$ cat src/design/adr_pkg.sv
// Shared types and constants of the analog dead-band reporter.
package adr_pkg;

    localparam int TIME_W      = 32;
    localparam int SCALE_W     = 12;
    localparam int INTERVAL_W  = 20;
    localparam int DELTA_W     = 7;
    localparam int VALUE_W     = 20;
    localparam int CFG_INDEX_W = 3;
    localparam int CFG_DATA_W  = 20;
    localparam int OUT_TDATA_W = ((VALUE_W + 7) / 8) * 8;
    localparam int PCT_SCALE   = 100;

    // Saturation limits of the signed percent.
    localparam int PCT_MAX_POS = (1 << (VALUE_W - 1)) - 1;
    localparam int PCT_MIN_MAG = 1 << (VALUE_W - 1);

    // Register reset values.
    localparam logic [INTERVAL_W-1:0] INTERVAL_RESET  = INTERVAL_W'(1000);
    localparam logic [DELTA_W-1:0]    DELTA_RESET     = DELTA_W'(2);
    localparam logic [SCALE_W-1:0]    SCALE_MIN_RESET = SCALE_W'(0);
    localparam logic [SCALE_W-1:0]    SCALE_MAX_RESET = SCALE_W'(4095);

    // Configuration register indexes.
    localparam logic [CFG_INDEX_W-1:0] REG_REPORT_PERCENT = CFG_INDEX_W'(0);
    localparam logic [CFG_INDEX_W-1:0] REG_INTERVAL       = CFG_INDEX_W'(1);
    localparam logic [CFG_INDEX_W-1:0] REG_DELTA          = CFG_INDEX_W'(2);
    localparam logic [CFG_INDEX_W-1:0] REG_SCALE_MIN      = CFG_INDEX_W'(3);
    localparam logic [CFG_INDEX_W-1:0] REG_SCALE_MAX      = CFG_INDEX_W'(4);

    typedef enum logic [2:0] {
        ST_IDLE,
        ST_CHECK,
        ST_MUL,
        ST_DIV,
        ST_SAT,
        ST_DECIDE,
        ST_OUT
    } adr_state_t;

    // Handshake between the sequencer and the serial divider.
    typedef struct packed {
        logic start;
    } adr_div_ctl_t;

    typedef struct packed {
        logic busy;
        logic done;
    } adr_div_stat_t;

endpackage

$ cat src/design/analog_deadband_reporter.sv
// Top level of the analog dead-band reporter: sequencer, datapath and registers.
//
// The block takes one tick request at a time, each carrying a millisecond time
// stamp and a converter sample, and reports the sample (raw mode) or its
// percent of the configured span (percent mode) when the percent has moved by
// at least report_delta since the last report. A tick earlier than the next
// measure time, or one whose raw sample equals the last reported one in raw
// mode, is dropped in the check state: the block returns to idle from there
// and the schedule does not move. Any other tick runs through the full check,
// in which the serial divider produces one quotient bit per cycle over
// MAG_W + 7 steps, where MAG_W is the larger of SAMPLE_BITS and 12. A tick in
// percent mode whose percent equals the last reported one is dropped in the
// decide state, without passing the output state, and leaves the schedule
// alone. A zero span skips the divider. The result sits in an output
// register; if it has not been taken when the next result is due, the
// sequencer waits for it. Configuration is written through a plain write
// port; the user must write it only while the block is idle, which the block
// itself does not enforce; values are masked to their register widths and
// unknown indexes are ignored. The percent is (sample - scale_min) * 100 /
// (scale_max - scale_min), truncated toward zero, 0 for a zero span, and
// saturated to the signed 20-bit output range.
module analog_deadband_reporter
    import adr_pkg::*;
#(
    parameter int SAMPLE_BITS = 12
) (
    input  logic                   aclk,
    input  logic                   aresetn,
    // Input tick requests.
    input  logic                   s_tvalid,
    output logic                   s_tready,
    // tdata: now_ms [31:0], adc_sample [SAMPLE_BITS+31:32], zero padding above.
    input  logic [((TIME_W + SAMPLE_BITS + 7) / 8) * 8 - 1:0] s_tdata,
    // Report requests.
    output logic                   m_tvalid,
    input  logic                   m_tready,
    // tdata: reported_value [19:0] (two's complement), zero padding above.
    output logic [OUT_TDATA_W-1:0] m_tdata,
    // Configuration write port.
    input  logic                   cfg_wr_en,
    input  logic [CFG_INDEX_W-1:0] cfg_index,
    input  logic [CFG_DATA_W-1:0]  cfg_wdata
);

    localparam int IN_TDATA_W = ((TIME_W + SAMPLE_BITS + 7) / 8) * 8;
    localparam int MAG_W      = (SAMPLE_BITS > SCALE_W) ? SAMPLE_BITS : SCALE_W;
    localparam int NUM_W      = MAG_W + 7;
    localparam int EXT_W      = (NUM_W > VALUE_W) ? NUM_W + 1 : VALUE_W + 1;

    // Configuration registers.
    logic                  report_percent_reg;
    logic [INTERVAL_W-1:0] interval_reg;
    logic [DELTA_W-1:0]    delta_reg;
    logic [SCALE_W-1:0]    scale_min_reg;
    logic [SCALE_W-1:0]    scale_max_reg;

    // Sequencer and item state.
    adr_state_t state_reg, state_next;

    logic [TIME_W-1:0]        now_reg, now_next;
    logic [SAMPLE_BITS-1:0]   sample_reg, sample_next;
    logic [TIME_W-1:0]        next_time_reg, next_time_next;
    logic signed [SAMPLE_BITS:0] last_sample_reg, last_sample_next;
    logic signed [VALUE_W-1:0]   last_pct_reg, last_pct_next;

    logic [MAG_W-1:0]         mag_reg, mag_next;
    logic                     neg_reg, neg_next;
    logic                     span_zero_reg, span_zero_next;
    logic [SCALE_W-1:0]       span_mag_reg, span_mag_next;
    logic signed [VALUE_W-1:0] pct_reg, pct_next;
    logic                     report_reg, report_next;

    logic                     out_valid_reg, out_valid_next;
    logic [VALUE_W-1:0]       out_value_reg, out_value_next;

    // Combinational helpers.
    logic                     early;
    logic                     raw_same;
    logic signed [MAG_W:0]    diff;
    logic signed [SCALE_W:0]  span;
    logic [NUM_W-1:0]         num;
    logic [EXT_W-1:0]         q_ext;
    logic signed [VALUE_W:0]  pct_diff;
    logic [VALUE_W:0]         pct_abs;
    logic                     pct_same;
    logic                     out_free;

    adr_div_ctl_t     div_ctl;
    adr_div_stat_t    div_stat;
    logic [NUM_W-1:0] div_quotient;

    adr_divider #(
        .NUM_W (NUM_W),
        .DEN_W (SCALE_W)
    ) u_divider (
        .aclk     (aclk),
        .aresetn  (aresetn),
        .ctl      (div_ctl),
        .dividend (num),
        .divisor  (span_mag_reg),
        .stat     (div_stat),
        .quotient (div_quotient)
    );

    // Comparisons used by the sequencer.
    always_comb begin
        early    = (now_reg < next_time_reg);
        raw_same = ({1'b0, sample_reg} == last_sample_reg);
        pct_same = (pct_reg == last_pct_reg);
        out_free = !out_valid_reg || m_tready;
        diff     = $signed({{(MAG_W + 1 - SAMPLE_BITS){1'b0}}, sample_reg})
                 - $signed({{(MAG_W + 1 - SCALE_W){1'b0}}, scale_min_reg});
        span     = $signed({1'b0, scale_max_reg}) - $signed({1'b0, scale_min_reg});
        // The scaled magnitude goes straight into the divider as it starts.
        num      = NUM_W'({7'b0, mag_reg} * NUM_W'(PCT_SCALE));
        q_ext    = EXT_W'(div_quotient);
        pct_diff = {pct_reg[VALUE_W-1], pct_reg} - {last_pct_reg[VALUE_W-1], last_pct_reg};
        pct_abs  = pct_diff[VALUE_W] ? (VALUE_W + 1)'(0) - pct_diff : pct_diff;
    end

    // Next-state logic.
    always_comb begin
        state_next = state_reg;
        case (state_reg)
            ST_IDLE: begin
                if (s_tvalid) begin
                    state_next = ST_CHECK;
                end
            end
            ST_CHECK: begin
                if (early || (!report_percent_reg && raw_same)) begin
                    state_next = ST_IDLE;
                end else begin
                    state_next = ST_MUL;
                end
            end
            ST_MUL: begin
                state_next = span_zero_reg ? ST_SAT : ST_DIV;
            end
            ST_DIV: begin
                if (div_stat.done) begin
                    state_next = ST_SAT;
                end
            end
            ST_SAT: begin
                state_next = ST_DECIDE;
            end
            ST_DECIDE: begin
                state_next = (report_percent_reg && pct_same) ? ST_IDLE : ST_OUT;
            end
            ST_OUT: begin
                if (!report_reg || out_free) begin
                    state_next = ST_IDLE;
                end
            end
            default: begin
                state_next = ST_IDLE;
            end
        endcase
    end

    // Sequencer outputs.
    always_comb begin
        s_tready      = 1'b0;
        div_ctl.start = 1'b0;
        case (state_reg)
            ST_IDLE: s_tready      = 1'b1;
            ST_MUL:  div_ctl.start = !span_zero_reg;
            default: begin
                s_tready      = 1'b0;
                div_ctl.start = 1'b0;
            end
        endcase
    end

    // Datapath.
    always_comb begin
        now_next         = now_reg;
        sample_next      = sample_reg;
        next_time_next   = next_time_reg;
        last_sample_next = last_sample_reg;
        last_pct_next    = last_pct_reg;
        mag_next         = mag_reg;
        neg_next         = neg_reg;
        span_zero_next   = span_zero_reg;
        span_mag_next    = span_mag_reg;
        pct_next         = pct_reg;
        report_next      = report_reg;
        out_valid_next   = out_valid_reg && !m_tready;
        out_value_next   = out_value_reg;

        case (state_reg)
            ST_IDLE: begin
                now_next    = s_tdata[TIME_W-1:0];
                sample_next = s_tdata[TIME_W + SAMPLE_BITS - 1:TIME_W];
            end
            ST_CHECK: begin
                // Magnitudes and the result sign for a truncating division.
                mag_next       = diff[MAG_W] ? MAG_W'(-diff) : diff[MAG_W-1:0];
                neg_next       = diff[MAG_W] ^ span[SCALE_W];
                span_zero_next = (span == '0);
                span_mag_next  = span[SCALE_W] ? SCALE_W'(-span) : span[SCALE_W-1:0];
            end
            ST_SAT: begin
                if (span_zero_reg) begin
                    pct_next = '0;
                end else if (neg_reg) begin
                    pct_next = (q_ext > EXT_W'(PCT_MIN_MAG))
                             ? VALUE_W'(PCT_MIN_MAG)
                             : VALUE_W'(EXT_W'(0) - q_ext);
                end else begin
                    pct_next = (q_ext > EXT_W'(PCT_MAX_POS))
                             ? VALUE_W'(PCT_MAX_POS)
                             : q_ext[VALUE_W-1:0];
                end
            end
            ST_DECIDE: begin
                if (!(report_percent_reg && pct_same)) begin
                    report_next    = (pct_abs >= (VALUE_W + 1)'(delta_reg));
                    next_time_next = now_reg + TIME_W'(interval_reg);
                    if (pct_abs >= (VALUE_W + 1)'(delta_reg)) begin
                        last_sample_next = {1'b0, sample_reg};
                        last_pct_next    = pct_reg;
                    end
                end
            end
            ST_OUT: begin
                if (report_reg && out_free) begin
                    out_valid_next = 1'b1;
                    out_value_next = report_percent_reg ? pct_reg
                                                        : VALUE_W'(sample_reg);
                end
            end
            default: begin
                out_value_next = out_value_reg;
            end
        endcase
    end

    always_ff @(posedge aclk) begin
        if (!aresetn) begin
            state_reg       <= ST_IDLE;
            next_time_reg   <= '0;
            last_sample_reg <= '1;
            last_pct_reg    <= '1;
            out_valid_reg   <= 1'b0;
        end else begin
            state_reg       <= state_next;
            next_time_reg   <= next_time_next;
            last_sample_reg <= last_sample_next;
            last_pct_reg    <= last_pct_next;
            out_valid_reg   <= out_valid_next;
        end
        now_reg       <= now_next;
        sample_reg    <= sample_next;
        mag_reg       <= mag_next;
        neg_reg       <= neg_next;
        span_zero_reg <= span_zero_next;
        span_mag_reg  <= span_mag_next;
        pct_reg       <= pct_next;
        report_reg    <= report_next;
        out_value_reg <= out_value_next;
    end

    // Configuration registers; the user must write only while idle (not enforced).
    always_ff @(posedge aclk) begin
        if (!aresetn) begin
            report_percent_reg <= 1'b0;
            interval_reg       <= INTERVAL_RESET;
            delta_reg          <= DELTA_RESET;
            scale_min_reg      <= SCALE_MIN_RESET;
            scale_max_reg      <= SCALE_MAX_RESET;
        end else if (cfg_wr_en) begin
            case (cfg_index)
                REG_REPORT_PERCENT: report_percent_reg <= cfg_wdata[0];
                REG_INTERVAL:       interval_reg       <= cfg_wdata[INTERVAL_W-1:0];
                REG_DELTA:          delta_reg          <= cfg_wdata[DELTA_W-1:0];
                REG_SCALE_MIN:      scale_min_reg      <= cfg_wdata[SCALE_W-1:0];
                REG_SCALE_MAX:      scale_max_reg      <= cfg_wdata[SCALE_W-1:0];
                default: begin
                    report_percent_reg <= report_percent_reg;
                end
            endcase
        end
    end

    assign m_tvalid = out_valid_reg;
    assign m_tdata  = {{(OUT_TDATA_W - VALUE_W){1'b0}}, out_value_reg};

endmodule

$ cat src/design/adr_divider.sv
// Restoring unsigned divider that produces one quotient bit per cycle.
module adr_divider
    import adr_pkg::*;
#(
    parameter int NUM_W = 19,
    parameter int DEN_W = 12
) (
    input  logic             aclk,
    input  logic             aresetn,
    input  adr_div_ctl_t     ctl,
    input  logic [NUM_W-1:0] dividend,
    input  logic [DEN_W-1:0] divisor,
    output adr_div_stat_t    stat,
    output logic [NUM_W-1:0] quotient
);

    localparam int CNT_W = $clog2(NUM_W + 1);

    logic             busy_reg, busy_next;
    logic             done_reg, done_next;
    logic [CNT_W-1:0] cnt_reg, cnt_next;
    logic [NUM_W-1:0] quo_reg, quo_next;
    logic [DEN_W-1:0] rem_reg, rem_next;
    logic [DEN_W-1:0] den_reg, den_next;
    logic [DEN_W:0]   trial;
    logic [DEN_W:0]   trial_sub;
    logic             trial_ge;

    always_comb begin
        trial     = {rem_reg, quo_reg[NUM_W-1]};
        trial_ge  = (trial >= {1'b0, den_reg});
        trial_sub = trial - {1'b0, den_reg};
        busy_next = busy_reg;
        done_next = 1'b0;
        cnt_next  = cnt_reg;
        quo_next  = quo_reg;
        rem_next  = rem_reg;
        den_next  = den_reg;
        if (ctl.start) begin
            busy_next = 1'b1;
            cnt_next  = CNT_W'(NUM_W);
            quo_next  = dividend;
            rem_next  = '0;
            den_next  = divisor;
        end else if (busy_reg) begin
            // The remainder stays below the divisor, so it fits DEN_W bits.
            rem_next = trial_ge ? trial_sub[DEN_W-1:0] : trial[DEN_W-1:0];
            quo_next = {quo_reg[NUM_W-2:0], trial_ge};
            cnt_next = cnt_reg - CNT_W'(1);
            if (cnt_reg == CNT_W'(1)) begin
                busy_next = 1'b0;
                done_next = 1'b1;
            end
        end
    end

    always_ff @(posedge aclk) begin
        if (!aresetn) begin
            busy_reg <= 1'b0;
            done_reg <= 1'b0;
            cnt_reg  <= '0;
        end else begin
            busy_reg <= busy_next;
            done_reg <= done_next;
            cnt_reg  <= cnt_next;
        end
        quo_reg <= quo_next;
        rem_reg <= rem_next;
        den_reg <= den_next;
    end

    assign stat.busy = busy_reg;
    assign stat.done = done_reg;
    assign quotient  = quo_reg;

endmodule

$ cat config.mk
export PLATFORM = sky130hd
export DESIGN_NAME = analog_deadband_reporter
export DESIGN_NICKNAME = d
export VERILOG_FILES = /design/src/design/adr_pkg.sv /design/src/design/analog_deadband_reporter.sv /design/src/design/adr_divider.sv
export SDC_FILE = /design/constraint.sdc
export NUM_CORES = 1
export LEC_CHECK = 0
export ABC_AREA = 1
export BUFFER_PORTS_ARGS = -buffer_cell sky130_fd_sc_hd__buf_2
export CAP_MARGIN = 5
export CORE_MARGIN = 5
export CORE_UTILIZATION = 43
export DETAILED_ROUTE_END_ITERATION = 6
export PLACE_DENSITY_LB_ADDON = 0.08
export SKIP_LAST_GASP = 1
export SLEW_MARGIN = 10
export SYNTH_ARGS = -nofsm -noshare
export SYNTH_HDL_FRONTEND = slang
export SYNTH_HIERARCHICAL = 1
export SYNTH_SLANG_ARGS = --single-unit
$ cat constraint.sdc
create_clock -name aclk -period 7.5 [get_ports aclk]
set_input_delay 0 -clock aclk [delete_from_list [all_inputs] [get_ports aclk]]
set_output_delay 0 -clock aclk [all_outputs]
set_load 0.1 [all_outputs]
# Word-level counts from Yosys, hierarchy flattened
# Index checks and enable logic that the tools add are counted.
# word_totals
inputBits	76
output_inout_bits	26
register_bits	282
# classes
n_reduce_logical	27
mux	27
mul	1
bitwise	4
order_cmp	5
eq_ne	16
n_addsub	10
# ops
op	count
19-bit 2-to-1 mux	3
12-bit 2-to-1 mux	4
20-bit 2-to-1 mux	2
32-bit by 20-bit adder with 32-bit output	1
32-bit less-than comparator	1
12-bit by 12-bit subtractor with 13-bit output	2
12-bit negator	2
21-bit by 7-bit greater-or-equal comparator with 1-bit output	1
21-bit 2-to-1 mux	1
3-bit case mux with 7 select lines	1
1-bit by 21-bit subtractor with 21-bit output, first input constant	1
20-bit by 20-bit subtractor with 21-bit output	1
20-bit equality test	1
19-bit by 20-bit > comparator with 1-bit output, second input constant	1
1-bit by 19-bit subtractor with 20-bit output, first input constant	1
19-bit > comparator, second input constant	1
12-bit by 5-bit multiplier with 17-bit output, second input constant	1
3-bit 2-to-1 mux	5
2-bit AND reduction	7
12-bit by 13-bit equality test with 1-bit output	1
13-bit by 12-bit greater-or-equal comparator with 1-bit output	1
13-bit logical NOT	1
3-bit by 2-bit equality test with 1-bit output, second input constant	4
3-bit equality test, second input constant	4
other kinds (19)	42

# Depth between registers and ports, before layout
# depth
depth_word	5
ltp_mapped	30

# Modules after synthesis
# The synthesis kept the hierarchy.
# by_module_without_submodules
mod	cells_each	area_each_um2	n_inst
analog_deadband_reporter	1997	15379.8	1
adr_divider	370	2861.5	1

# Worst setup path after synthesis
# OpenSTA, ideal clock, no wires.
# synth_path
kind	flip-flop to flip-flop
start	reg state_reg[1]
end	reg state_reg[0]
n_path_buf	0
setup_ns	0.115
setup_slack_ns	3.161
required_time_ns	7.385
arrival_time_ns	4.224
stages_incl_launch_ff	9
path_cell_list	dfxtp_1 > nor2_1 > inv_1 > nor2_1 > inv_1 > o21ai_0 > nor2_1 > o21ai_0 > inv_1
# synth_via
elab_chain_len	3
elab_cells_between_ends	12
classes_between	9 x eq/ne; 1 x mux; 2 x reduce/logical
# synth_rtl
item	line_no	source
from (decl)	analog_deadband_reporter.sv:58	adr_state_t state_reg, state_next;
from (signal assigned)	analog_deadband_reporter.sv:248	state_reg <= state_next;
3-bit by 2-bit equality test with 1-bit output (tied with other cells)	analog_deadband_reporter.sv:124	case (state_reg)
2-bit by 1-bit != test with 1-bit output (no line) / 2-bit != test (equally long branches)	n/a	
3-bit AND reduction (no line)	n/a	
# Parallel ways exist; a longest one is shown, timed or not.
# A chain may end at the register's enable or synchronous reset.

# Final worst setup path
# layout_path
start	reg pct_reg[0]
end	reg last_pct_reg[1]
# layout_via
elab_chain_len	5
elab_cells_between_ends	8
classes_between	2 x add/sub; 1 x order compare; 1 x eq/ne; 1 x mux; 1 x bitwise; 2 x reduce/logical
# layout_rtl
item	line_no	source
from (decl)	analog_deadband_reporter.sv:70	logic signed [VALUE_W-1:0] pct_reg, pct_next;
from (signal assigned)	analog_deadband_reporter.sv:260	pct_reg <= pct_next;
20-bit by 20-bit subtractor with 21-bit output	analog_deadband_reporter.sv:117	pct_diff = {pct_reg[VALUE_W-1], pct_reg} - {last_pct_reg[VALUE_W-1], last_pct_reg};
1-bit by 21-bit subtractor with 21-bit output	analog_deadband_reporter.sv:118	pct_abs = pct_diff[VALUE_W] ? (VALUE_W + 1)'(0) - pct_diff : pct_diff;
21-bit 2-to-1 mux	analog_deadband_reporter.sv:118	
21-bit by 7-bit greater-or-equal comparator with 1-bit output	analog_deadband_reporter.sv:221	if (pct_abs >= (VALUE_W + 1)'(delta_reg)) begin
3-bit AND reduction (no line) (*)	n/a	
to (signal assigned)	analog_deadband_reporter.sv:251	last_pct_reg <= last_pct_next;
to (decl)	analog_deadband_reporter.sv:64	logic signed [VALUE_W-1:0] last_pct_reg, last_pct_next;
# Mark *: on every way between the ends. The rest lies on a longest branch, timed or not.

==> flow_summary.yaml <==
route:
  drc_errors: 0
  drtAntennaViolNets: 0
  vias: 15604
  wl_per_cell_um: 15.3
  firstDrtPassIters: 7
  drt_iter0_drc: 938
  finalWirelength_um: 47200
  vias_per_cell: 5.05
timing:
  timing.hold.ws_ns: 0.0965
  setup-tns-final_ns: 0
  fmax_ghz: 0.191
  setup_ws_ns: 2.25
  finalHoldViolations: 0
  post-route-period-util_pct: 70.0
  max_slew.worst_pin.slew_ns: 1.06
  final-setup-viol-count: 0
  rsz0062_at_grt: "false"
  max_slew_margin_pct: 29.3
  skew_ns: 0.0256
  drv_slew: 0
  min_period_ns: 5.25
finish:
  final_cell_mix: "nand2_1 (539), inv_1 (373), nand3_1 (190)"
  fin_nets: 2770
  layout_commonest_cell: "nand2_1"
  fillers: 4153
  drive_gt1_share_pct: 8.63
  area_growth_pct: 15.3
  finalNonFillerCells: 3088
floorplan:
  die_width_um: 216
  fp.dieH_um: 216
  rows: 75
  io_pins: 102
  die_area_sq_um: 46600
  initial_utilization_pct: 43.5
  core-area_sq_um: 41900
power:
  ir_drop_v: 0.000403
  p_seq_share_pct: 31.2
  p_comb_share_pct: 46.7
  pwr_density_cell_nw_per_um2: 357
  p_switching_mw: 3.16
  leakage_nw: 10.1
  clkPwrFrac_pct: 22.1
  p_sw_share_pct: 42.1
  internal_power_mw: 4.35
place:
  io_buffers: 93
  hpwl_um: 35200
  dp.cells: 2952
  globalplace.congestion: 0.873
  place_ws_ns: 2.29
grt:
  grtUsageTotal_pct: 20.1
  overflow: 0
  grt_max_degree: 67
  gr-usage-met1_pct: 28.5
  met3_usage_pct: 3.01
  antenna_found_initial: 1
  busiest_layer: "met2"
  grtUsageMet2_pct: 33.0
  first_global_vias: 14925
  grt_pass1_wl_um: 77000
run:
  drv_cap: 0
worst_setup_path:
  reg2reg_depth: 25
  timing.rr.end: "last_pct_reg[1]"
  slowest_delay_ns: 0.65
  critPathKind: "flip-flop to flip-flop"
  crit_arrival_ns: 5.71
  timing.rr.start: "pct_reg[0]"
  start_kind: "flip-flop"
  crit_path_end_kind: "flip-flop"
  crit_path_max_fanout: 34
  cp.required_ns: 7.96
  cpMaxStageDelayCell: "nand2_4"
  rrSetupSlack_ns: 2.25
synthesis:
  synthCells: 2366
  synth_warnings: 6
  syn_area_per_cell_sq_um: 7.71
  syn_area_sq_um: 18200
clocking:
  cts_htree_levels: 2
  cts_resized: 0
  clock_sinks: 282
  cts_tree: "done"
  clkSlewWorstSetupHoldPaths_ns: 0.06
  cts_setup_buffers: 0
  ctsRootBufferMaster: "clkbuf_16"
  clk_latency_ns: 0.55
  cts_buffers: 35
  cts_buffer_depth: 3
min_path:
  min_from: "cfg_wr_en"
  holdPathStages: 6
  worstHoldPathType: "input port to flip-flop"
  hold_end: "delta_reg[1]"
status:
  status: "finished, final reports clean"
==> routing by layer <==
layer / vias to the layer above / wire (um)
li1: 8064 / -
met1: 7161 / 23000
met2: 331 / 21300
met3: 48 / 2310
met4: 0 / 644
met5: - / 0
==> worst max-delay path: cells and delay by family (launching register included) <==
family | cells | cell delay [ns]
simple gates | 15 | 2.65
fa+ha+maj | 3 | 0.88
compound gates | 4 | 0.71
flops | 1 | 0.45
buf+inv | 3 | 0.44
==> timing repair <==
action	in CTS	in global routing
endpoints found under the hold margin	137	0
setup endpoints to repair	0	0
hold buffers	71	0
==> power groups by stage <==
stage / Combinational, mW / Clock [mW] / Sequential (mW)
2_1_floorplan: 2.71 / 0 / 2.26
3_3_place_gp: 3.42 / 0 / 2.37
3_5_place_dp: 3.46 / 0 / 2.37
4_1_cts: 3.52 / 1.71 / 2.34
5_1_grt: 4.05 / 1.78 / 2.37
6_report: 3.51 / 1.66 / 2.34
==> worst max-delay path by stage <==
| stage | start | end | slack (ns) | depth (start not counted) |
|---|---|---|---|---|
| final | pct_reg[0] | last_pct_reg[1] | 2.25 | 25 |
| after global routing | pct_reg[0] | last_pct_reg[1] | 1.75 | 25 |
| after CTS | pct_reg[0] | last_pct_reg[1] | 2.25 | 26 |
| after detailed placement | pct_reg[0] | last_pct_reg[1] | 2.29 | 25 |
| after global placement | pct_reg[0] | last_pct_reg[0] | 2.29 | 25 |
| after floorplan | state_reg[1] | state_reg[0] | 3.16 | 8 |
==> stage by stage <==
stage / total power, mW / utilization, % / instance area (sq um)
CTS: 7.57 / 50.1 / 21000
floorplan: 4.97 / - / 18300
global route: 8.20 / 50.1 / 21000
finish: 7.51 / 50.1 / 21000
detailed placement: 5.83 / 45.8 / 19200
global placement: 5.79 / 45.8 / 19200
==> area by class of cell <==
class	instances	area, sq um	share of cell area, %
timing repair buffer	174	1250	5.96
antenna	1	2.50	0.0119
inverter	389	1460	6.94
clock buffer	49	980	4.66
clock inverter	15	141	0.672
tap	539	674	3.21
multi-input combinational	1639	9450	44.9
sequential	282	7070	33.6
Power figures use the tool's default switching activity.
